<file path="src/hdl/gn3d_pkg.sv">
package gn3d_pkg;

  localparam int TableSize = 256;
  localparam int FracBitsDefault = 16;
  localparam int FixIntBits = 5;
  localparam int CoordWidth = 24;
  localparam int NoiseWidth = 18;

  localparam logic CmdWrite = 1'b0;
  localparam logic CmdEval = 1'b1;

endpackage

</file>
<file path="src/hdl/gn3d_perm_mem.sv">
module gn3d_perm_mem (
  input  logic       clk_i,
  input  logic       we_i,
  input  logic [7:0] waddr_i,
  input  logic [7:0] wdata_i,
  input  logic       re_i,
  input  logic [7:0] raddr_i,
  output logic [7:0] rdata_o
);

  logic [7:0] mem_q [gn3d_pkg::TableSize];

  always_ff @(posedge clk_i) begin
    if (we_i) begin
      mem_q[waddr_i] <= wdata_i;
    end
  end

  always_ff @(posedge clk_i) begin
    if (re_i) begin
      rdata_o <= mem_q[raddr_i];
    end
  end

endmodule

</file>
<file path="config.mk">
export PLATFORM = sky130hd
export DESIGN_NAME = gn3d_perm_mem
export DESIGN_NICKNAME = d
export VERILOG_FILES = /design/src/hdl/gn3d_pkg.sv /design/src/hdl/gn3d_perm_mem.sv
export SDC_FILE = /design/constraint.sdc
export NUM_CORES = 2
export LEC_CHECK = 0
export ABC_CLOCK_PERIOD_IN_PS = 2200
export BUFFER_PORTS_ARGS = -buffer_cell sky130_fd_sc_hd__buf_2
export CELL_PAD_IN_SITES_DETAIL_PLACEMENT = 1
export CELL_PAD_IN_SITES_GLOBAL_PLACEMENT = 1
export CORE_ASPECT_RATIO = 1.4
export CORE_UTILIZATION = 51
export CTS_CLUSTER_DIAMETER = 80
export DETAILED_ROUTE_END_ITERATION = 6
export PLACE_DENSITY = 0.86
export SLEW_MARGIN = 20
export SYNTH_ARGS = -nofsm -noshare
export SYNTH_HDL_FRONTEND = slang
export SYNTH_SLANG_ARGS = --single-unit
</file>
<file path="constraint.sdc">
create_clock -name clk_i -period 2.2 [get_ports clk_i]
set_input_delay 0.11 -clock clk_i [delete_from_list [all_inputs] [get_ports clk_i]]
set_output_delay 0.11 -clock clk_i [all_outputs]
set_load 0.005 [all_outputs]
</file>
==> impl_metrics.py <==
metrics = {
    "status": {
        "outcome": "complete, but fails checks",
        "violations": "negative setup slack",
    },
    "synth": {
        "yosysWarnings": 0,
        "synth_area_mm2": 0.0796,
        "synthFlopType": "edfxtp_1",
        "ys_seq_area_frac": 0.775,
        "syn_avg_cell_area_um2": 21.3,
        "yosys-top-cells-area": "edfxtp_1 (78%), mux4_2 (13%), mux2i_1 (1.7%)",
        "ys_seq_elements": 2056,
        "async_flop_share": 0,
        "syn-num-nets": 3760,
        "syn_inst": 3733,
        "yosysTopAreaCell": "edfxtp_1",
        "yosysTopAreaCellShare": 0.775,
        "synth-edff-count": 2056,
        "synth_commonest_cells": "edfxtp_1 (2056), mux4_2 (454), nor2_1 (282), mux2i_1 (134), a22oi_1 (133)",
        "ys_types": 54,
        "post-synth-top-count-cell": "edfxtp_1",
    },
    "global_route": {
        "grt_usage": 0.389,
        "overflow": 0,
        "grt_antenna_before_repair": 19,
        "grt_pass1_vias": 50300,
        "grt_pass1_wl_um": 419000,
        "grt_max_degree": 120,
    },
    "clock_tree": {
        "clock_sinks": 2056,
        "cts.path.max_buffers": 3,
        "cts_tree": "yes",
        "postCtsSetupBuffers": 0,
        "cts.clk_slew.worst_paths_ps": 80,
        "worstSkewPairLatency_ps": 900,
        "htreeDepth": 4,
        "cts_root_buf": "clkbuf_16",
        "cts_inserted_buffers": 177,
    },
    "placed_design": {
        "portBuffers": 34,
        "dp.cells": 6358,
        "hpwl_um": 162000,
        "gp_congestion": 0.924,
        "pre_cts_ws_ps": -1220,
    },
    "power_and_ir_drop": {
        "pwr-share-comb": 0.067,
        "peakVddDrop_v": 0.000706,
        "intPower_mw": 62.8,
        "clkPwrFrac": 0.411,
        "power_density_mw_per_mm2": 876,
        "swShare": 0.241,
        "finalPower_mw": 82.8,
        "seq_power_share": 0.522,
        "p_leak_nw": 30.7,
        "switchingPower_mw": 20.0,
    },
    "floorplanning": {
        "die_w_um": 336,
        "dieArea_mm2": 0.158,
        "placeableCoreArea_mm2": 0.155,
        "fp.dieH_um": 470,
        "rows": 171,
        "initial_core_util": 0.513,
        "io_pins": 35,
    },
    "route": {
        "dr.pass1.iters": 6,
        "dr.first_iter.drc_count": 9955,
        "vias": 49600,
        "routed_wl_um": 305000,
        "avgRoutedWirePerCell_um": 45.4,
        "route.detailed.drc": 0,
        "ant_nets": 0,
        "vias_per_cell": 7.40,
    },
    "sta": {
        "report.final.slew_viol_count": 0,
        "rsz0062_at_grt": "yes",
        "tns_ps": -3090,
        "slew-limit-headroom": 0.372,
        "fin_crit_sh": 1.22,
        "hold_violations": 0,
        "setup-violations-final": 8,
        "fin_crit_ps": 2680,
        "worst_pin_slew_ps": 941,
        "fmax_mhz": 373,
        "layout_setup_ws_ps": -483,
        "fin_worst_skew_ps": 48.6,
    },
    "finish": {
        "finalNetCount": 4493,
        "drive_above_1_share": 0.346,
        "syn_to_final_growth_pct": 18.7,
        "layoutNonFillerInstCount": 6707,
        "utilization": 0.610,
    },
    "critical_path": {
        "crit_required_ps": 2840,
        "start_kind": "flop",
        "setup.worst_path.class": "flop to flop",
        "worstPathMaxFanout": 1,
        "cp-end-kind": "flop",
        "worst-endpoint-arrival_ps": 3320,
    },
    "min_path": {
        "hold_path_class": "input port to flop",
    },
    "job": {
        "drv_cap": 0,
    },
}
[through the flow]
stage               instance area, um^2  hold slack [ps]
floorplan                         79600              209
global placement                  87900              489
detailed placement                87900              508
CTS                               94300             3.37
global route                      94500             18.8
finish                            94500             50.7
[layer usage]
layer / track usage / up-vias / routed length, um
met5: 0.00216 / - / 50
met3: 0.112 / 1829 / 40000
met4: 0.317 / 8 / 32400
met1: 0.441 / 24800 / 89200
met2: 0.614 / 5769 / 143000
li1: - / 17200 / -
[area by class of cell]
type                       count  area [um^2]
clock inverter               122         1240
tap                         2076         2600
antenna                       15         37.5
fill                       12800        60600
inverter                       2         7.51
clock buffer                 207         4630
timing repair buffer         787         7100
multi-input combinational   1442        17200
sequential                  2056        61700
[critical path, cell delays in order, from the launching register on]
cell and delay [ps]:
edfxtp_1 430, mux4_2 550, mux4_2 570, nor2_4 130, a2111oi_4 80, nor3_4 590, nor4_2 70
[kinds of logic (layout without fill, tap and decap cells)]
logic type | count (synthesis) | after routing | synth area share
flip-flops | 2056 | 2056 | 0.775
multiplexers | 591 | 591 | 0.146
AND/OR/NAND/NOR | 466 | 466 | 0.0263
AO/OA/AOI/OAI | 385 | 385 | 0.0342
buffers and inverters | 235 | 1118 | 0.0183
other | 0 | 15 | 0
[path summary, 6_finish.rpt]
| kind | startpoint | to | slack [ps] | cells past startpoint |
|---|---|---|---|---|
| min reg2reg | mem_q[151][2] | rdata_o[2] | 1340 | 5 |
| max | mem_q[143][4] | rdata_o[4] | -480 | 6 |
| max reg2reg | mem_q[143][4] | rdata_o[4] | -480 | 6 |
| min | waddr_i[2] | mem_q[206][7] | 50 | 4 |
[power groups by stage]
| stage | combinational, mW | sequential [mW] | clock (mW) |
|---|---|---|---|
| floorplan | 2.10 | 44.1 | 0 |
| global placement | 4.44 | 44.1 | 0 |
| detailed placement | 4.74 | 44.1 | 0 |
| CTS | 5.11 | 43.2 | 33.0 |
| global route | 5.50 | 43.2 | 34.8 |
| finish | 5.55 | 43.2 | 34.0 |
[registers in the layout, indices dropped and copies added, names as in the netlist]
register / flops
rdata_o: 8
mem_q: 2048
[cells in the final DEF (no fill, tap or decap), types with 11 or more instances in the layout]
cell type	instances
nor2b_1	23
diode_2	15
clkbuf_16	181
clkinv_1	37
clkinv_2	37
buf_2	22
a22oi_1	131
clkbuf_1	26
bufinv_16	21
o22ai_1	26
nor3_1	11
edfxtp_1	2056
clkinvlp_4	11
a21oi_1	92
mux4_2	455
mux2i_1	133
buf_4	651
o221ai_1	42
nand3_1	33
nor2_1	271
nor4_4	11
buf_12	92
nand2_1	33
[timing repair]
item | in CTS | in global routing
endpoints found under the setup margin | 8 | 8
hold buffers | 10 | 0
pin swaps | 30 | 16
hold endpoints to repair | 531 | 0
resized for setup | 85 | 34
Note: power is estimated with default switching activity, not from simulation.
