==> src/hdl/gn3d_pkg.sv <==
package gn3d_pkg;

  localparam int TableSize = 256;
  localparam int FracBitsDefault = 16;
  localparam int FixIntBits = 5;
  localparam int CoordWidth = 24;
  localparam int NoiseWidth = 18;

  localparam logic CmdWrite = 1'b0;
  localparam logic CmdEval = 1'b1;

endpackage

==> src/hdl/gn3d_mulq.sv <==
module gn3d_mulq #(
  parameter int FracBits = gn3d_pkg::FracBitsDefault
) (
  input  logic signed [FracBits+gn3d_pkg::FixIntBits-1:0] a_i,
  input  logic signed [FracBits+gn3d_pkg::FixIntBits-1:0] b_i,
  output logic signed [FracBits+gn3d_pkg::FixIntBits-1:0] p_o
);

  localparam int W = FracBits + gn3d_pkg::FixIntBits;

  logic signed [2*W-1:0] prod;
  logic signed [2*W-1:0] rnd;

  always_comb begin
    prod = a_i * b_i;
    rnd  = prod + (2*W)'(signed'(1) <<< (FracBits - 1));
    p_o  = W'(rnd >>> FracBits);
  end

endmodule

==> config.mk <==
export PLATFORM = sky130hd
export DESIGN_NAME = gn3d_mulq
export DESIGN_NICKNAME = d
export VERILOG_FILES = /design/src/hdl/gn3d_pkg.sv /design/src/hdl/gn3d_mulq.sv
export SDC_FILE = /design/constraint.sdc
export NUM_CORES = 1
export LEC_CHECK = 0
export BUFFER_PORTS_ARGS = -buffer_cell sky130_fd_sc_hd__buf_2
export CAP_MARGIN = 40
export CELL_PAD_IN_SITES_DETAIL_PLACEMENT = 2
export CELL_PAD_IN_SITES_GLOBAL_PLACEMENT = 2
export CORE_MARGIN = 10
export CORE_UTILIZATION = 24
export DETAILED_ROUTE_END_ITERATION = 16
export GPL_TIMING_DRIVEN = 0
export PLACE_DENSITY = 0.53
export RECOVER_POWER = 50
export SYNTH_ARGS = -nofsm -noshare
export SYNTH_HDL_FRONTEND = slang
export SYNTH_SLANG_ARGS = --single-unit
==> constraint.sdc <==
create_clock -name vclk -period 8.6
set_clock_uncertainty 0.05 [all_clocks]
set_input_delay 0.43 -clock vclk [all_inputs]
set_output_delay 0.43 -clock vclk [all_outputs]
set_load 0.01 [all_outputs]
==> impl_metrics.sql <==
INSERT INTO impl_metrics (metric_group, metric, value, unit) VALUES
('run_status', 'outcome', 'complete, no violations', ''),
('sta', 'timing.final.crit_share', '94.38', '%'),
('finish', 'final-seq-area', '0', 'um2'),
('finish', 'layout.nets', '2271', ''),
('clocking', 'cts.repair.resized', '0', ''),
('setup_path', 'path_class', 'in2out', ''),
('route', 'ant_nets', '0', ''),
('setup_path', 'crit_required', '8.12', 'ns'),
('route', 'routed_wl', '52.09', 'mm'),
('grt', 'grt_start_max_net_pins', '11', ''),
('finish', 'multiInputGateArea', '12750', 'um2'),
('grt', 'total_overflow_reported_by_the_global_router', '0', ''),
('floorplanning', 'std_cell_rows', '91', ''),
('placement', 'post-dp-hpwl', '47.09', 'mm'),
('setup_path', 'endpoint_kind', 'output pin', ''),
('yosys', 'post_synthesis_instance_area', '14810', 'um2'),
('grt', 'met2_usage', '29.97', '%'),
('placement', 'routabilityCongestion', '0.8185', ''),
('setup_path', 'cp_cell_sequence', 'buf_2, clkbuf_1, nand2_1, fa_1, inv_1, fa_1, fa_1, fa_1, fa_1, inv_1, fa_1, fa_1, inv_1, ha_1, a21o_1, a21oi_1, o21ai_1, a221o_1, nor3_1, a21oi_1, xnor2_1, buf_2', ''),
('floorplanning', 'initial_utilization', '24.13', '%'),
('setup_path', 'timing.critical_path.slowest_cell_delay', '0.76', 'ns'),
('finish', 'nClkBuffers', '0', ''),
('grt', 'grt_use_total', '15.18', '%'),
('finish', 'final_layout_size_suffix_gt1_share', '4.659', '%'),
('sta', 'post-route-worst-setup-slack', '0.4835', 'ns'),
('sta', 'hold_viol', '0', ''),
('finish', 'post_layout_nonfiller_instances', '2507', ''),
('flow_run', 'maxCapViolations', '0', ''),
('sta', 'timing_worst_slew_pin_value', '0.8665', 'ns'),
('sta', 'layout_min_cycle_time', '8.116', 'ns'),
('sta', 'slew_viol_final', '0', ''),
('floorplanning', 'die_height', '268.4', 'um'),
('yosys', 'seq_area_frac_synth', '0', '%'),
('yosys', 'synthDistinctLibCells', '51', ''),
('grt', 'grt_util_met3', '0.3738', '%'),
('grt', 'global_route.usage.met1', '18.75', '%'),
('grt', 'grt_antenna_before_repair', '6', ''),
('finish', 'antenna_cells_inserted', '0', ''),
('floorplanning', 'chipWidth', '268.4', 'um'),
('placement', 'placed_cells', '2510', ''),
('sta', 'worst_slew_margin_rel', '42.23', '%'),
('floorplanning', 'io_pins', '63', ''),
('grt', 'grt_first_pass_wirelength', '81.78', 'mm'),
('clocking', 'cts-hold-fix-buffers', '0', ''),
('route', 'routed-via-count', '10730', ''),
('grt', 'grt-busiest-layer', 'met2', ''),
('setup_path', 'slowest_stage', 'fa_1', ''),
('floorplanning', 'total_die_area', '72050', 'um2'),
('sta', 'final-setup-viol-count', '0', ''),
('grt', 'number_of_global_route_vias_before_repair', '13370', ''),
('route', 'drt_pass1_iterations', '4', ''),
('setup_path', 'critical_path_peak_fanout', '10', ''),
('clocking', 'postCtsSetupRepairBufs', '0', ''),
('route', 'drt_iter0_drc', '311', ''),
('setup_path', 'timing.critical_path.mode_cell', 'fa_1', ''),
('sta', 'fmax', '123.2', 'MHz'),
('finish', 'synthToLayoutAreaGrowth', '9.217', '%'),
('route', 'drcViolationCount', '0', ''),
('yosys', 'syn_nets', '2203', ''),
('yosys', 'synth_warnings', '0', ''),
('finish', 'fillCellCount', '6955', ''),
('sta', 'grt_setup_unrepaired', 'no', ''),
('route', 'routed_vias_inst', '4.281', ''),
('floorplanning', 'core_area', '61370', 'um2'),
('route', 'wl_per_cell', '20.78', 'um'),
('setup_path', 'start_kind', 'input pin', ''),
('placement', 'place_worst_setup_slack', '0.03052', 'ns'),
('finish', 'seq_cell_count', '0', ''),
('yosys', 'avgSynthCellArea', '8.971', 'um2'),
('setup_path', 'timing.critical_path.arrival', '7.64', 'ns'),
('yosys', 'synth_cells', '1651', ''),
('placement', 'numPortBuffers', '62', ''),
('min_path', 'hold_removal_path_class', 'in2out', '');
## logic make-up (layout without fill, tap and decap cells)
| kind of cell | after synthesis | in the layout | synth area share, % |
|---|---|---|---|
| buf+inv | 548 | 614 | 13.90 |
| fa+ha+maj | 510 | 510 | 63.92 |
| simple gates | 485 | 485 | 16.21 |
| compound gates | 68 | 68 | 3.582 |
| xor+xnor | 37 | 37 | 2.188 |
| mux | 3 | 3 | 0.2028 |
## per-layer routing
metal / routed length (um) / share of wire [%]
met1: 22010 / 42
met2: 28710 / 55
met3: 1020 / 2.0
met4: 348 / 0.67
met5: 0 / 0
## critical path, delay by kind of cell
kind	cells	cell delay [ns]
AO/OA/AOI/OAI	5	1.16
XOR/XNOR	1	0.21
adder cells (fa/ha/maj)	8	4.30
buffers and inverters	6	1.12
AND/OR/NAND/NOR	2	0.40
## Yosys cell counts, drive strengths merged (2+ instances only)
library cell  number  area share, %
nand2            223            5.7
and2             203            8.6
nand4              2          0.084
o21bai             2           0.10
o221ai             2           0.12
mux2i              3           0.20
o311ai             3           0.23
nor2              23           0.58
xor2               9           0.53
a211o              4           0.24
nor2b              2          0.084
or2                4           0.17
buf                3          0.084
o21ai              8           0.27
inv              468             12
nand2b             7           0.30
fa               411             56
a221o              3           0.20
a21oi             20           0.73
ha                99            8.4
xnor2             28            1.7
nor3              11           0.37
o211ai             2           0.19
clkbuf            77            2.0
nand3              6           0.20
o21a               4           0.25
a21o               8           0.41
o2111ai            2           0.12
## layout make-up
type | instances | share of cell area [%]
well taps | 790 | 6.111
repair buffers | 69 | 2.382
multi-input cells | 1103 | 78.84
plain buffers | 77 | 1.810
inverters | 468 | 10.86
## final timing paths
kind  startpoint      end  slack, ns  depth (start not counted)
max       b_i[4]  p_o[20]       0.48                         22
min      b_i[17]  p_o[20]       1.85                          7
## placed cells by master, fill, tap and decap left out, drive strengths merged, types with 9 or more instances in the layout
cell / count
inv: 468
fa: 411
nand2: 223
and2: 203
ha: 99
clkbuf: 81
buf: 65
xnor2: 28
nor2: 23
a21oi: 20
nor3: 11
xor2: 9
## metrics by stage
stage	TNS [ns]	utilization, %	area [um2]	hold slack, ns
2_1_floorplan	0	-	14810	1.310
3_3_place_gp	-0.3739	26.25	16110	1.893
3_5_place_dp	0	26.38	16190	1.893
4_1_cts	0	26.38	16190	1.901
5_1_grt	0	26.36	16180	1.905
6_report	0	26.36	16180	1.855
Power is left out: the tool's default activity adds up to more than one toggle a clock period on the data nets, which glitch-free logic cannot reach.
